## src/bgal_pkg.sv

```systemverilog
// Shared types, constants, threshold table and microcode encodings for the battery gauge.
package bgal_pkg;

    localparam int WINDOW_DEPTH = 8;
    localparam int SAMPLE_W     = 18;
    localparam int PTR_W        = (WINDOW_DEPTH > 1) ? $clog2(WINDOW_DEPTH) : 1;
    localparam int CNT_W        = $clog2(WINDOW_DEPTH + 1);
    localparam int SUM_W        = SAMPLE_W + $clog2(WINDOW_DEPTH);
    localparam int KCNT_W       = 5;
    localparam int TABLE_LEN    = 21;

    localparam logic [15:0] BAD_SAMPLE   = 16'hFFFF;
    localparam logic [1:0]  STATUS_FULL  = 2'd2;
    localparam logic [6:0]  PERCENT_FULL = 7'd100;
    localparam logic [3:0]  LEVEL_MAX    = 4'd9;

    localparam int OP_W   = 3;
    localparam int COND_W = 3;
    localparam int PC_W   = 3;

    localparam logic [OP_W-1:0] OP_ACCEPT = 3'd0;
    localparam logic [OP_W-1:0] OP_ISSUE  = 3'd1;
    localparam logic [OP_W-1:0] OP_ACCUM  = 3'd2;
    localparam logic [OP_W-1:0] OP_DIV    = 3'd3;
    localparam logic [OP_W-1:0] OP_SAT    = 3'd4;
    localparam logic [OP_W-1:0] OP_SCAN   = 3'd5;
    localparam logic [OP_W-1:0] OP_EMIT   = 3'd6;
    localparam logic [OP_W-1:0] OP_NOP    = 3'd7;

    localparam logic [COND_W-1:0] C_NEVER  = 3'd0;
    localparam logic [COND_W-1:0] C_ALWAYS = 3'd1;
    localparam logic [COND_W-1:0] C_NOGOOD = 3'd2;
    localparam logic [COND_W-1:0] C_SUM    = 3'd3;
    localparam logic [COND_W-1:0] C_DIV    = 3'd4;
    localparam logic [COND_W-1:0] C_SCAN   = 3'd5;
    localparam logic [COND_W-1:0] C_EMIT   = 3'd6;

    typedef struct packed {
        logic [15:0] adc_sample;
        logic [1:0]  chg_state;
    } in_beat_t;

    typedef struct packed {
        logic [15:0] avg_voltage;
        logic [6:0]  percent;
        logic [3:0]  level;
    } out_beat_t;

    typedef struct packed {
        logic [OP_W-1:0]   op;
        logic [COND_W-1:0] cond;
        logic [PC_W-1:0]   target;
    } uword_t;

    typedef struct packed {
        logic [OP_W-1:0] op;
    } ctrl_t;

    typedef struct packed {
        logic no_good;
        logic sum_more;
        logic div_more;
        logic scan_more;
        logic emit_wait;
    } status_t;

    function automatic logic [15:0] thresh_mv(input logic [KCNT_W-1:0] idx);
        logic [15:0] t;
        case (idx)
            5'd0:    t = 16'd3200;
            5'd1:    t = 16'd3350;
            5'd2:    t = 16'd3450;
            5'd3:    t = 16'd3520;
            5'd4:    t = 16'd3580;
            5'd5:    t = 16'd3620;
            5'd6:    t = 16'd3650;
            5'd7:    t = 16'd3680;
            5'd8:    t = 16'd3710;
            5'd9:    t = 16'd3740;
            5'd10:   t = 16'd3770;
            5'd11:   t = 16'd3800;
            5'd12:   t = 16'd3830;
            5'd13:   t = 16'd3860;
            5'd14:   t = 16'd3900;
            5'd15:   t = 16'd3940;
            5'd16:   t = 16'd3980;
            5'd17:   t = 16'd4020;
            5'd18:   t = 16'd4060;
            5'd19:   t = 16'd4100;
            5'd20:   t = 16'd4200;
            default: t = 16'd0;
        endcase
        return t;
    endfunction

    function automatic uword_t ucode(input logic [PC_W-1:0] pc);
        uword_t w;
        case (pc)
            3'd0:    w = '{op: OP_ACCEPT, cond: C_NOGOOD, target: 3'd0};
            3'd1:    w = '{op: OP_ISSUE,  cond: C_NEVER,  target: 3'd0};
            3'd2:    w = '{op: OP_ACCUM,  cond: C_SUM,    target: 3'd2};
            3'd3:    w = '{op: OP_DIV,    cond: C_DIV,    target: 3'd3};
            3'd4:    w = '{op: OP_SAT,    cond: C_NEVER,  target: 3'd0};
            3'd5:    w = '{op: OP_SCAN,   cond: C_SCAN,   target: 3'd5};
            3'd6:    w = '{op: OP_EMIT,   cond: C_EMIT,   target: 3'd6};
            default: w = '{op: OP_NOP,    cond: C_ALWAYS, target: 3'd0};
        endcase
        return w;
    endfunction

endpackage

```

## src/bgal_seq.sv

```systemverilog
// Microcode sequencer: step counter, control ROM and conditional jumps.
module bgal_seq (
    input  logic              aclk,
    input  logic              aresetn,
    input  bgal_pkg::status_t status,
    output bgal_pkg::ctrl_t   ctrl
);

    logic [bgal_pkg::PC_W-1:0] pc_reg;
    logic [bgal_pkg::PC_W-1:0] pc_next;
    bgal_pkg::uword_t          uw;
    logic                      take;

    assign uw      = bgal_pkg::ucode(pc_reg);
    assign ctrl.op = uw.op;

    always_comb begin
        unique case (uw.cond)
            bgal_pkg::C_NEVER:  take = 1'b0;
            bgal_pkg::C_ALWAYS: take = 1'b1;
            bgal_pkg::C_NOGOOD: take = status.no_good;
            bgal_pkg::C_SUM:    take = status.sum_more;
            bgal_pkg::C_DIV:    take = status.div_more;
            bgal_pkg::C_SCAN:   take = status.scan_more;
            bgal_pkg::C_EMIT:   take = status.emit_wait;
            default:            take = 1'b0;
        endcase
        pc_next = take ? uw.target : pc_reg + 1'b1;
    end

    always_ff @(posedge aclk) begin
        if (!aresetn) begin
            pc_reg <= '0;
        end else begin
            pc_reg <= pc_next;
        end
    end

endmodule

```

## src/bgal_datapath.sv

```systemverilog
// Datapath: sample window memory, accumulator, serial divider, table scan and result register.
module bgal_datapath (
    input  logic                aclk,
    input  logic                aresetn,
    input  bgal_pkg::ctrl_t     ctrl,
    output bgal_pkg::status_t   status,
    input  logic                s_valid,
    output logic                s_ready,
    input  bgal_pkg::in_beat_t  s_data,
    output logic                m_valid,
    input  logic                m_ready,
    output bgal_pkg::out_beat_t m_data,
    input  logic                cfg_wr_en,
    input  logic [6:0]          cfg_wr_data
);

    localparam int PTR_W  = bgal_pkg::PTR_W;
    localparam int CNT_W  = bgal_pkg::CNT_W;
    localparam int SUM_W  = bgal_pkg::SUM_W;
    localparam int KCNT_W = bgal_pkg::KCNT_W;
    localparam logic [PTR_W-1:0]  PTR_LAST = PTR_W'(bgal_pkg::WINDOW_DEPTH - 1);
    localparam logic [CNT_W-1:0]  FILL_MAX = CNT_W'(bgal_pkg::WINDOW_DEPTH);
    localparam logic [KCNT_W-1:0] DIV_LAST = KCNT_W'(SUM_W - 1);
    localparam logic [KCNT_W-1:0] TAB_END  = KCNT_W'(bgal_pkg::TABLE_LEN);

    logic [bgal_pkg::SAMPLE_W-1:0] win_mem [bgal_pkg::WINDOW_DEPTH];
    logic [bgal_pkg::SAMPLE_W-1:0] rd_data_reg;

    logic [PTR_W-1:0]  wp_reg, wp_next;
    logic [CNT_W-1:0]  fill_reg, fill_next;
    logic [CNT_W-1:0]  cnt_reg, cnt_next;
    logic [KCNT_W-1:0] kcnt_reg, kcnt_next;
    logic [SUM_W-1:0]  acc_reg, acc_next;
    logic [SUM_W-1:0]  quo_reg, quo_next;
    logic [CNT_W-1:0]  rem_reg, rem_next;
    logic [15:0]       avg_reg, avg_next;
    logic              full_reg, full_next;
    logic [6:0]        last_reg, last_next;
    logic              m_valid_reg, m_valid_next;
    bgal_pkg::out_beat_t m_data_reg, m_data_next;

    logic              accept;
    logic              good;
    logic [CNT_W:0]    trial;
    logic              ge;
    logic              hit;
    logic [6:0]        pct;
    logic [3:0]        lvl;
    logic              differs;

    assign s_ready = (ctrl.op == bgal_pkg::OP_ACCEPT);
    assign accept  = s_valid && s_ready;
    assign good    = accept && (s_data.adc_sample != bgal_pkg::BAD_SAMPLE);

    assign trial = {rem_reg, quo_reg[SUM_W-1]};
    assign ge    = (trial >= {1'b0, fill_reg});
    assign hit   = (kcnt_reg == TAB_END) || (avg_reg < bgal_pkg::thresh_mv(kcnt_reg));

    always_comb begin
        if (full_reg || (kcnt_reg == TAB_END)) begin
            pct = bgal_pkg::PERCENT_FULL;
        end else begin
            pct = 7'({kcnt_reg, 2'b00}) + 7'(kcnt_reg);
        end
        if (full_reg || (kcnt_reg[KCNT_W-1:1] > 4'(bgal_pkg::LEVEL_MAX))) begin
            lvl = bgal_pkg::LEVEL_MAX;
        end else begin
            lvl = 4'(kcnt_reg[KCNT_W-1:1]);
        end
    end

    assign differs = (pct != last_reg);

    assign status.no_good   = !good;
    assign status.sum_more  = (cnt_reg < fill_reg);
    assign status.div_more  = (kcnt_reg != DIV_LAST);
    assign status.scan_more = !hit;
    assign status.emit_wait = differs && m_valid_reg && !m_ready;

    always_comb begin
        wp_next      = wp_reg;
        fill_next    = fill_reg;
        cnt_next     = cnt_reg;
        kcnt_next    = kcnt_reg;
        acc_next     = acc_reg;
        quo_next     = quo_reg;
        rem_next     = rem_reg;
        avg_next     = avg_reg;
        full_next    = full_reg;
        last_next    = last_reg;
        m_data_next  = m_data_reg;
        m_valid_next = m_valid_reg && !m_ready;

        unique case (ctrl.op)
            bgal_pkg::OP_ACCEPT: begin
                if (good) begin
                    wp_next   = (wp_reg == PTR_LAST) ? '0 : wp_reg + 1'b1;
                    fill_next = (fill_reg == FILL_MAX) ? fill_reg : fill_reg + 1'b1;
                    full_next = (s_data.chg_state == bgal_pkg::STATUS_FULL);
                    acc_next  = '0;
                    cnt_next  = '0;
                end
            end
            bgal_pkg::OP_ISSUE: begin
                cnt_next = cnt_reg + 1'b1;
            end
            bgal_pkg::OP_ACCUM: begin
                acc_next = acc_reg + SUM_W'(rd_data_reg);
                if (cnt_reg < fill_reg) begin
                    cnt_next = cnt_reg + 1'b1;
                end else begin
                    quo_next  = acc_reg + SUM_W'(rd_data_reg);
                    rem_next  = '0;
                    kcnt_next = '0;
                end
            end
            bgal_pkg::OP_DIV: begin
                rem_next  = ge ? CNT_W'(trial - {1'b0, fill_reg}) : trial[CNT_W-1:0];
                quo_next  = {quo_reg[SUM_W-2:0], ge};
                kcnt_next = (kcnt_reg == DIV_LAST) ? '0 : kcnt_reg + 1'b1;
            end
            bgal_pkg::OP_SAT: begin
                avg_next = (|quo_reg[SUM_W-1:16]) ? 16'hFFFF : quo_reg[15:0];
            end
            bgal_pkg::OP_SCAN: begin
                if (!hit) begin
                    kcnt_next = kcnt_reg + 1'b1;
                end
            end
            bgal_pkg::OP_EMIT: begin
                if (differs && !(m_valid_reg && !m_ready)) begin
                    m_valid_next = 1'b1;
                    m_data_next  = '{avg_voltage: avg_reg, percent: pct, level: lvl};
                    last_next    = pct;
                end
            end
            default: begin
            end
        endcase

        if (cfg_wr_en) begin
            wp_next   = '0;
            fill_next = '0;
            last_next = cfg_wr_data;
        end
    end

    always_ff @(posedge aclk) begin
        if (good) begin
            win_mem[wp_reg] <= {s_data.adc_sample, 2'b00};
        end
        rd_data_reg <= win_mem[cnt_reg[PTR_W-1:0]];
    end

    always_ff @(posedge aclk) begin
        if (!aresetn) begin
            wp_reg      <= '0;
            fill_reg    <= '0;
            last_reg    <= '0;
            m_valid_reg <= 1'b0;
        end else begin
            wp_reg      <= wp_next;
            fill_reg    <= fill_next;
            last_reg    <= last_next;
            m_valid_reg <= m_valid_next;
        end
    end

    always_ff @(posedge aclk) begin
        cnt_reg    <= cnt_next;
        kcnt_reg   <= kcnt_next;
        acc_reg    <= acc_next;
        quo_reg    <= quo_next;
        rem_reg    <= rem_next;
        avg_reg    <= avg_next;
        full_reg   <= full_next;
        m_data_reg <= m_data_next;
    end

    assign m_valid = m_valid_reg;
    assign m_data  = m_data_reg;

endmodule

```

## src/battery_gauge_average_lookup.sv

```systemverilog
// Top level of the battery gauge: window average of ADC samples mapped to a charge percent.
//
// One sample is taken at a time. A bad-conversion sample is dropped in its accept cycle and
// the block stays ready. A good sample runs through a microcoded program: store it, start the
// window read, sum each filled window entry (up to 8), divide the sum one bit at a time over
// its 21 bits in the serial divider, saturate, scan the thresholds until the first one above
// the average (or the table end), emit and return to the accept step; the block takes no new
// sample until the program is through. A result is held in an output register and is emitted
// only when the percent changes; the emit step waits only if the previous result has not been
// taken. Writing initial_percent empties the window and sets the last reported percent.
module battery_gauge_average_lookup (
    input  logic                aclk,
    input  logic                aresetn,
    input  logic                s_valid,
    output logic                s_ready,
    input  bgal_pkg::in_beat_t  s_data,
    output logic                m_valid,
    input  logic                m_ready,
    output bgal_pkg::out_beat_t m_data,
    input  logic                cfg_wr_en,
    input  logic [6:0]          cfg_wr_data
);

    bgal_pkg::ctrl_t   ctrl;
    bgal_pkg::status_t status;

    bgal_seq u_seq (
        .aclk    (aclk),
        .aresetn (aresetn),
        .status  (status),
        .ctrl    (ctrl)
    );

    bgal_datapath u_datapath (
        .aclk        (aclk),
        .aresetn     (aresetn),
        .ctrl        (ctrl),
        .status      (status),
        .s_valid     (s_valid),
        .s_ready     (s_ready),
        .s_data      (s_data),
        .m_valid     (m_valid),
        .m_ready     (m_ready),
        .m_data      (m_data),
        .cfg_wr_en   (cfg_wr_en),
        .cfg_wr_data (cfg_wr_data)
    );

endmodule

```

## config.mk

```make
export PLATFORM = sky130hd
export DESIGN_NAME = battery_gauge_average_lookup
export DESIGN_NICKNAME = d
export VERILOG_FILES = /design/src/bgal_pkg.sv /design/src/bgal_seq.sv /design/src/bgal_datapath.sv /design/src/battery_gauge_average_lookup.sv
export SDC_FILE = /design/constraint.sdc
export NUM_CORES = 1
export LEC_CHECK = 0
export BUFFER_PORTS_ARGS = -buffer_cell sky130_fd_sc_hd__buf_2
export CAP_MARGIN = 40
export CORE_MARGIN = 5
export CORE_UTILIZATION = 30
export DETAILED_ROUTE_END_ITERATION = 6
export GPL_ROUTABILITY_DRIVEN = 0
export PLACE_DENSITY = 0.47
export SKIP_LAST_GASP = 1
export SLEW_MARGIN = 30
export SYNTH_ARGS = -nofsm -noshare
export SYNTH_HDL_FRONTEND = slang
export SYNTH_SLANG_ARGS = --single-unit
```

## constraint.sdc

```tcl
create_clock -name aclk -period 4.1 [get_ports aclk]
set_input_delay 0.82 -clock aclk [delete_from_list [all_inputs] [get_ports aclk]]
set_output_delay 0.82 -clock aclk [all_outputs]
set_load 0.05 [all_outputs]
```

==> flow_metrics.env, run 1 <==
export IMPL_yosys_warnings=0
export IMPL_slew_limit_headroom_pct=52.2
export IMPL_hold_class="register to register"
export IMPL_grt_usage_pct=11.4
export IMPL_reg2reg_to="u_datapath.last_reg[0]$_SDFFE_PN0P_"
export IMPL_status="complete, no violations"
export IMPL_critPathKind="register to register"
export IMPL_routed_via_density=4.64
export IMPL_drtIter0Drc=277
export IMPL_diodes=0
export IMPL_vias=7090
export IMPL_drc=0
export IMPL_grt_pass1_wl_um=41000
export IMPL_async_reset_ff_share_pct=0
export IMPL_whs_path_depth=0
export IMPL_core_um2=40600
export IMPL_synthFlopType="edfxtp_1"
export IMPL_synth_top_area_share_pct=55.2
export IMPL_setup_viol=0
export IMPL_rsz0062_at_grt="false"
export IMPL_p_leak_nw=4.96
export IMPL_power_density_nw_per_um2=712
export IMPL_fin_crit_sh_pct=90.4
export IMPL_r2r_slack_ns=0.39
export IMPL_nets=1063
export IMPL_clk_pin_slew_ns=0.06
export IMPL_reg2reg_depth=10
export IMPL_numCtsBuffers=31
export IMPL_die_y_um=212
export IMPL_drive_gt1_share_pct=19.6
export IMPL_drv_slew=0
export IMPL_grt_max_degree=39
export IMPL_clk_latency_ns=0.57
export IMPL_hpwlAfterDp_um=17000
export IMPL_maxCapViolCount=0
export IMPL_grt_pass1_vias=7391
export IMPL_final_cell_mix="edfxtp_1, nand2_1, nor2_1"
export IMPL_die_area_um2=44900
export IMPL_antenna_found_initial=0
export IMPL_final_common_cell="edfxtp_1"
export IMPL_path_cells="clkinv_1, fa_1, xor2_1, a21oi_1, o32a_1, a221oi_1, a31oi_4, buf_4, mux2i_1, o21ai_0"
export IMPL_drtAntennaViolNets=0
export IMPL_largest_register_ffs=128
export IMPL_dpl_cell_count=1471
export IMPL_globalRouteOverflowTotal=0
export IMPL_finalHoldViolCount=0
export IMPL_synth_area_leader_cell="edfxtp_1"
export IMPL_first_pass_iters=4
export IMPL_required_ns=4.54
export IMPL_clockRootBuffer="clkbuf_16"
export IMPL_io_pins=59
export IMPL_synth_edff_count=225
export IMPL_tritoncts="yes"
export IMPL_critPathBufInv=2
export IMPL_syn_nets=982
export IMPL_synth_seq_area_share_pct=62.6
export IMPL_ys_ff_latch=270
export IMPL_ys_types=62
export IMPL_setup_tns_ns=0
export IMPL_critPathTopFamily="compound AO/OA/AOI/OAI gates"
export IMPL_row_count=74
export IMPL_routed_wl_um=25700
export IMPL_start_util_pct=30.2
export IMPL_hold_start="u_datapath.avg_reg[14]$_SDFFCE_PP1N_"
export IMPL_cp_max_fo=21
export IMPL_htreeDepth=1
export IMPL_holdPathEnd="u_datapath.m_data[25]$_DFFE_PP_"
export IMPL_clock_sinks=270
export IMPL_synthToLayoutAreaGrowth_pct=16.5
export IMPL_synth_cells=891
export IMPL_synthesis_area_um2=12200
export IMPL_die_x_um=212
export IMPL_tightest_slew_ns=0.716
export IMPL_end_kind="register"
export IMPL_cpMaxStageDelayCell="edfxtp_1"
export IMPL_finalCriticalPeriod_ns=3.71
export IMPL_instances_no_fill=1529
export IMPL_fmax_ghz=0.270
export IMPL_finClkSkew_ns=0.00768
export IMPL_startpoint_type="register"
export IMPL_cp_data_arrival_time_ns=4.14
export IMPL_cp_slowest_stage_delay_ns=0.53
export IMPL_r2r_start="u_datapath.kcnt_reg[3]$_DFFE_PN_"
export IMPL_synth_area_leaders="edfxtp_1, dfxtp_1, ha_1"
export IMPL_clk_path_buf_depth=3
export IMPL_fillCellCount=4004
export IMPL_hold_buffers=0
export IMPL_wl_per_cell_um=16.8
export IMPL_ctsResizeCount=0
export IMPL_portBuffers=58
export IMPL_cts_setup_buffers=0
export IMPL_post_synth_cell_area_avg_um2=13.7
export IMPL_ir_worst_vdd_mv=0.359
Yosys cell counts (all sizes together) (12+ instances only):
| master | instances |
|---|---|
| a21oi | 38 |
| buf | 12 |
| clkbuf | 22 |
| dfxtp | 45 |
| edfxtp | 225 |
| ha | 58 |
| inv | 34 |
| mux2 | 19 |
| mux4 | 32 |
| nand2 | 70 |
| nand2b | 13 |
| nand3 | 20 |
| nor2 | 68 |
| nor3 | 19 |
| o21ai | 42 |
| or3 | 19 |
| xnor2 | 15 |
| xor2 | 18 |
metrics by stage:
stage / worst slack (ns) / hold WS (ns) / util [%] / cell area, um2 / power (mW)
floorplan: 0.306 / 0.400 / - / 12300 / 6.61
global placement: 0.444 / 0.445 / 32.7 / 13300 / 7.62
detailed placement: 0.383 / 0.437 / 32.7 / 13300 / 7.62
CTS: 0.387 / 0.450 / 35.1 / 14300 / 10.3
global route: 0.161 / 0.467 / 35.1 / 14300 / 10.9
finish: 0.392 / 0.450 / 35.1 / 14300 / 10.2
power by group:
| group | switching [mW] | internal, mW |
|---|---|---|
| Clock | 1.10 | 1.55 |
| Combinational | 2.18 | 1.50 |
| Sequential | 0.202 | 3.62 |
| Total | 3.48 | 6.67 |
worst max-delay path by stage:
stage / start / end / slack (ns) / cells after the start
floorplan: u_seq.pc_reg[2]$_SDFF_PN0_ / u_datapath.win_mem[2][0]$_DFFE_PP_ / 0.31 / 11
global placement: u_datapath.kcnt_reg[3]$_DFFE_PN_ / u_datapath.last_reg[0]$_SDFFE_PN0P_ / 0.44 / 10
detailed placement: u_datapath.kcnt_reg[3]$_DFFE_PN_ / u_datapath.last_reg[0]$_SDFFE_PN0P_ / 0.38 / 10
CTS: u_datapath.kcnt_reg[3]$_DFFE_PN_ / u_datapath.last_reg[0]$_SDFFE_PN0P_ / 0.39 / 10
global route: u_datapath.kcnt_reg[3]$_DFFE_PN_ / u_datapath.last_reg[0]$_SDFFE_PN0P_ / 0.16 / 10
finish: u_datapath.kcnt_reg[3]$_DFFE_PN_ / u_datapath.last_reg[0]$_SDFFE_PN0P_ / 0.39 / 10
layer usage:
metal	share of wire [%]	GRT usage [%]	vias to the layer above
met3	3.2	1.99	39
met2	47	19.1	96
met1	48	15.7	3428
met5	0	0	-
li1	-	-	3527
met4	2.1	2.67	0
worst reg2reg max path: cells and delay by family (launching register included):
kind	cells	cell delay, ns
buf+inv	2	0.67
compound gates	5	1.38
xor+xnor	1	0.32
mux	1	0.16
flops	1	0.53
fa+ha+maj	1	0.51
layout make-up:
type / count / area, um2 / share of cell area [%]
sequential: 270 / 7660 / 53.7
clock inverter: 14 / 139 / 0.974
clock buffer: 44 / 835 / 5.86
tap: 532 / 666 / 4.67
timing repair buffer: 82 / 478 / 3.35
multi-input combinational: 552 / 4350 / 30.5
inverter: 35 / 131 / 0.922
kinds of logic (layout without fill, tap and decap cells):
logic type                 count (synthesis)  count (layout)  share of synthesized area, %
AOI/OAI and AO/OA                        137             137                          7.13
xor gates and xnor gates                  33              33                          2.42
adders and majority gates                 61              61                          6.42
buffers and inverters                     69             175                          2.31
DFF                                      270             270                          62.6
muxes                                     62              62                          8.68
and+or+nand+nor                          259             259                          10.4
Power figures use the tool's default switching activity.
==> run 2, diff against run 1 <==
--- a/config.mk
+++ b/config.mk
@@ -12,6 +12,7 @@
 export DETAILED_ROUTE_END_ITERATION = 6
 export GPL_ROUTABILITY_DRIVEN = 0
 export PLACE_DENSITY = 0.47
+export SKIP_CTS_REPAIR_TIMING = 1
 export SKIP_LAST_GASP = 1
 export SLEW_MARGIN = 30
 export SYNTH_ARGS = -nofsm -noshare
==> constraint.sdc (replaced) <==
create_clock -name aclk -period 4.65 [get_ports aclk]
set_input_delay 0.93 -clock aclk [delete_from_list [all_inputs] [get_ports aclk]]
set_output_delay 0.93 -clock aclk [all_outputs]
set_load 0.05 [all_outputs]
==> run 2 against run 1 <==
Against the previous run: sequential share of layout area rose by 0.24 points; count of clock-buffer cells in the layout did not move; register-to-register slack improved by 0.49 ns; combinational power fell by 12%; utilization fell by 0.16 points; cell count fell by 0.39%; non-clock buffer count fell by 5; first-iteration DRC count rose by 8.3%; setup slack improved by 0.49 ns; clock skew rose by 0.0028 ns; routed wire length fell by 1.5%; largest power group unchanged; highest routed layer unchanged.
==> flow_metrics.env, run 2 (same netlist as run 1, synthesis figures left out) <==
export IMPL_status="complete, no violations"
export IMPL_hpwlAfterDp_um=16900
export IMPL_die_x_um=212
export IMPL_ir_worst_vdd_mv=0.302
export IMPL_power_density_nw_per_um2=625
export IMPL_antenna_found_initial=0
export IMPL_portBuffers=58
export IMPL_drtAntennaViolNets=0
export IMPL_synthToLayoutAreaGrowth_pct=16.0
export IMPL_die_y_um=212
export IMPL_rsz0062_at_grt="false"
export IMPL_grt_usage_pct=11.4
export IMPL_setup_ws_ns=0.881
export IMPL_maxCapViolCount=0
export IMPL_cpMaxStageDelayCell="dfxtp_1"
export IMPL_numCtsBuffers=31
export IMPL_setup_viol=0
export IMPL_htreeDepth=1
export IMPL_nets=1058
export IMPL_required_ns=5.10
export IMPL_core_um2=40600
export IMPL_setup_tns_ns=0
export IMPL_instances_no_fill=1523
export IMPL_holdPathEnd="u_datapath.m_data[23]$_DFFE_PP_"
export IMPL_finClkSkew_ns=0.0105
export IMPL_critPathTopFamily="compound AO/OA/AOI/OAI gates"
export IMPL_final_cell_mix="edfxtp_1, nand2_1, nor2_1"
export IMPL_hold_class="register to register"
export IMPL_place_area_um2=13300
export IMPL_end_kind="register"
export IMPL_whs_path_depth=0
export IMPL_row_count=74
export IMPL_fin_crit_sh_pct=81.1
export IMPL_vias=7138
export IMPL_drc=0
export IMPL_critPathBufInv=3
export IMPL_cp_slowest_stage_delay_ns=0.41
export IMPL_grt_pass1_wl_um=40900
export IMPL_io_pins=59
export IMPL_fin_area_um2=14200
export IMPL_clock_sinks=270
export IMPL_pre_cts_slack_ns=0.917
export IMPL_path_cells="inv_1, ha_1, nand2b_1, o32ai_4, buf_4, a21oi_1, nor2b_1, nand2_1, o21ai_0, inv_1, ha_1, and2_4, a311o_1"
export IMPL_ff_latch_area_um2=7660
export IMPL_routed_via_density=4.69
export IMPL_tightest_slew_ns=0.724
export IMPL_multi_input_area_um2=4350
export IMPL_p_leak_nw=4.93
export IMPL_slew_limit_headroom_pct=51.6
export IMPL_critPathKind="register to register"
export IMPL_fillCellCount=4003
export IMPL_final_common_cell="edfxtp_1"
export IMPL_clk_latency_ns=0.57
export IMPL_clockRootBuffer="clkbuf_16"
export IMPL_routed_wl_um=25400
export IMPL_start_util_pct=30.2
export IMPL_cp_max_fo=39
export IMPL_finalHoldViolCount=0
export IMPL_clk_pin_slew_ns=0.06
export IMPL_startpoint_type="register"
export IMPL_r2r_start="u_seq.pc_reg[0]$_SDFF_PN0_"
export IMPL_grt_pass1_vias=7234
export IMPL_diodes=0
export IMPL_globalRouteOverflowTotal=0
export IMPL_largest_register_ffs=128
export IMPL_cp_data_arrival_time_ns=4.22
export IMPL_fmax_ghz=0.265
export IMPL_r2r_slack_ns=0.88
export IMPL_finalCriticalPeriod_ns=3.77
export IMPL_wl_per_cell_um=16.6
export IMPL_hold_start="u_datapath.avg_reg[12]$_SDFFCE_PP1N_"
export IMPL_die_area_um2=44900
export IMPL_reg2reg_depth=13
export IMPL_grt_max_degree=40
export IMPL_drtIter0Drc=300
export IMPL_first_pass_iters=5
export IMPL_clk_path_buf_depth=3
export IMPL_dpl_cell_count=1466
export IMPL_tritoncts="yes"
export IMPL_drive_gt1_share_pct=19.3
export IMPL_drv_slew=0
run 2: changes by cell type in the layout (fill, tap and decap cells not counted):
cell,before,now
buf_16,0,1
buf_4,23,18
buf_8,1,0
bufinv_16,2,1
clkbuf_1,12,13
clkbuf_8,1,0
clkinv_1,5,2
clkinv_2,4,8
clkinv_4,0,1
clkinvlp_4,2,1
inv_6,1,0
run 2: through the flow:
| step | hold WS, ns | power [mW] | utilization, % |
|---|---|---|---|
| 2_1_floorplan | 0.400 | 5.83 | - |
| 3_3_place_gp | 0.443 | 6.70 | 32.6 |
| 3_5_place_dp | 0.450 | 6.71 | 32.7 |
| 4_1_cts | 0.464 | 9.01 | 35.0 |
| 5_1_grt | 0.468 | 9.52 | 35.0 |
| 6_report | 0.461 | 8.87 | 35.0 |
run 2: final cells by class:
| type | instances | share of cell area [%] |
|---|---|---|
| clock buffers | 44 | 5.81 |
| clock inverters | 13 | 0.776 |
| inverters | 35 | 0.926 |
| multi-input cells | 552 | 30.6 |
| flip-flops and latches | 270 | 54.0 |
| well taps | 532 | 4.69 |
| repair buffers | 77 | 3.19 |
run 2: metal layers:
metal  vias up  part of all wire [%]  track usage, %
li1       3508                     -               -
met1      3506                    47            15.6
met2        87                    47            18.9
met3        37                   3.1            2.07
met4         0                   2.3            2.78
met5         -                     0               0
run 2: where the power goes:
| group | internal, mW | switching (mW) |
|---|---|---|
| registers | 3.19 | 0.188 |
| logic | 1.32 | 1.93 |
| clock network | 1.29 | 0.951 |
| total | 5.80 | 3.07 |
run 2: worst max-delay path by stage:
stage,startpoint,endpoint,slack (ns),cells after the start
2_1_floorplan,u_seq.pc_reg[2]$_SDFF_PN0_,u_datapath.win_mem[2][0]$_DFFE_PP_,0.33,11
3_3_place_gp,s_data[16],u_seq.pc_reg[0]$_SDFF_PN0_,0.92,11
3_5_place_dp,u_seq.pc_reg[0]$_SDFF_PN0_,register,0.92,13
4_1_cts,u_seq.pc_reg[0]$_SDFF_PN0_,register,0.90,13
5_1_grt,u_seq.pc_reg[0]$_SDFF_PN0_,register,0.53,14
6_report,u_seq.pc_reg[0]$_SDFF_PN0_,register,0.88,13
==> run 3, diff against run 2 <==
--- a/config.mk
+++ b/config.mk
@@ -11,7 +11,7 @@
 export CORE_UTILIZATION = 30
 export DETAILED_ROUTE_END_ITERATION = 6
 export GPL_ROUTABILITY_DRIVEN = 0
-export PLACE_DENSITY = 0.47
+export PLACE_DENSITY = 0.48
 export SKIP_CTS_REPAIR_TIMING = 1
 export SKIP_LAST_GASP = 1
 export SLEW_MARGIN = 30
==> constraint.sdc (replaced) <==
create_clock -name aclk -period 3.1 [get_ports aclk]
set_input_delay 0.62 -clock aclk [delete_from_list [all_inputs] [get_ports aclk]]
set_output_delay 0.62 -clock aclk [all_outputs]
set_load 0.05 [all_outputs]
==> run 3 against run 2 <==
Against the previous run: global-route usage shrank 0.084 points; sequential power grew 48%; via count grew 1.5%; clock power grew 63%; worst hold slack lost 0.17 ns; total power grew 56%; critical path type unchanged; largest cell class unchanged.
==> flow_metrics.env, run 3 (same netlist as run 1, synthesis figures left out) <==
export IMPL_clk_latency_ns=0.57
export IMPL_clk_pin_slew_ns=0.06
export IMPL_largest_register_ffs=128
export IMPL_drc=0
export IMPL_tightest_slew_ns=0.717
export IMPL_portBuffers=58
export IMPL_fmax_ghz=0.339
export IMPL_core_um2=40600
export IMPL_place_area_um2=13600
export IMPL_finalCriticalPeriod_ns=2.95
export IMPL_drtIter0Drc=332
export IMPL_required_ns=3.55
export IMPL_status="complete, no violations"
export IMPL_drive_gt1_share_pct=23.7
export IMPL_cp_data_arrival_time_ns=3.41
export IMPL_final_cell_mix="edfxtp_1, nand2_1, nor2_1"
export IMPL_utilization_pct=36.4
export IMPL_combPwrFrac_pct=37.6
export IMPL_htreeDepth=1
export IMPL_hold_start="cfg_wr_data[5]"
export IMPL_start_util_pct=30.2
export IMPL_whs_ns=0.292
export IMPL_drv_slew=0
export IMPL_holdPathEnd="u_datapath.last_reg[5]$_SDFFE_PN0P_"
export IMPL_dpl_cell_count=1498
export IMPL_die_x_um=212
export IMPL_setup_tns_ns=0
export IMPL_grt_max_degree=39
export IMPL_row_count=74
export IMPL_crit_start="u_datapath.fill_reg[1]$_SDFFE_PP0P_"
export IMPL_finClkSkew_ns=0.00902
export IMPL_diodes=0
export IMPL_ir_worst_vdd_mv=0.535
export IMPL_pre_cts_slack_ns=0.0636
export IMPL_clock_sinks=270
export IMPL_power_total_mw=13.9
export IMPL_hold_class="input port to register"
export IMPL_fin_area_um2=14800
export IMPL_drtAntennaViolNets=0
export IMPL_r2r_start="u_datapath.fill_reg[1]$_SDFFE_PP0P_"
export IMPL_fin_crit_sh_pct=95.2
export IMPL_final_common_cell="edfxtp_1"
export IMPL_cp_max_fo=6
export IMPL_grt_pass1_vias=7356
export IMPL_tritoncts="yes"
export IMPL_routed_via_density=4.65
export IMPL_internal_power_mw=9.19
export IMPL_switching_share_pct=33.8
export IMPL_finalHoldViolCount=0
export IMPL_whs_path_depth=3
export IMPL_nets=1092
export IMPL_grt_pass1_wl_um=40800
export IMPL_maxCapViolCount=0
export IMPL_io_pins=59
export IMPL_power_switching_mw=4.69
export IMPL_antenna_found_initial=0
export IMPL_setup_ws_ns=0.149
export IMPL_critPathKind="register to register"
export IMPL_power_share_sequential_pct=36.1
export IMPL_synthToLayoutAreaGrowth_pct=20.6
export IMPL_startpoint_type="register"
export IMPL_wl_per_cell_um=16.4
export IMPL_instances_no_fill=1558
export IMPL_slew_limit_headroom_pct=52.2
export IMPL_p_leak_nw=5.17
export IMPL_end_kind="register"
export IMPL_grt_usage_pct=11.3
export IMPL_reg2reg_depth=10
export IMPL_clockRootBuffer="clkbuf_16"
export IMPL_rsz0062_at_grt="true"
export IMPL_first_pass_iters=4
export IMPL_p_clk_share_pct=26.3
export IMPL_r2r_slack_ns=0.15
export IMPL_die_y_um=212
export IMPL_numCtsBuffers=31
export IMPL_power_density_nw_per_um2=941
export IMPL_routed_wl_um=25600
export IMPL_clk_path_buf_depth=3
export IMPL_hpwlAfterDp_um=17900
export IMPL_vias=7245
export IMPL_globalRouteOverflowTotal=0
export IMPL_die_area_um2=44900
export IMPL_setup_viol=0
## run 3: cell count changes in the layout (fill, tap and decap cells not counted), moves of 4 or more
cell and change:
nor3b_4 +4, clkbuf_1 -8, clkinv_1 +5, buf_4 +22, buf_8 +6, nor3b_2 -4
## run 3: worst max-delay path, stage by stage (launching register included)
cell	delay (ns)
dfxtp_1	0.43
inv_1	0.13
ha_1	0.29
a2111o_1	0.44
a31oi_4	0.26
o211ai_4	0.14
mux2_2	0.32
inv_1	0.10
ha_1	0.22
and2_4	0.16
a311o_1	0.34
## run 3: power by group through the flow
stage	Sequential [mW]	Clock, mW	Combinational (mW)
4_1_cts	5.02	3.77	5.21
6_report	5.01	3.65	5.22
2_1_floorplan	5.03	0	3.76
5_1_grt	5.07	3.95	5.84
3_5_place_dp	5.09	0	5.19
3_3_place_gp	5.09	0	5.18
## run 3: routing by layer
layer  vias up  wire, um  track usage, %
met1      3511     12200            15.4
met5         -         0               0
met4         0       625            3.20
met3        42       955            2.22
met2       111     11900            18.6
li1       3581         -               -
## run 3: cell type report
cell class,instances,area [um2]
Tap cell,532,666
Clock inverter,17,149
Multi-Input combinational cell,553,4480
Inverter,35,131
Sequential cell,270,7660
Clock buffer,41,897
Timing Repair Buffer,110,774
Fill cell,3962,25800
## run 3: worst max path at each step
| stage | endpoint | slack [ns] |
|---|---|---|
| after global routing | register | -0.005 |
| after global placement | u_seq.pc_reg[1]$_SDFF_PN0_ | 0.02 |
| after detailed placement | u_seq.pc_reg[0]$_SDFF_PN0_ | 0.06 |
| after CTS | u_seq.pc_reg[0]$_SDFF_PN0_ | 0.03 |
| after floorplan | u_datapath.win_mem[4][0]$_DFFE_PP_ | -0.02 |
| final | register | 0.15 |
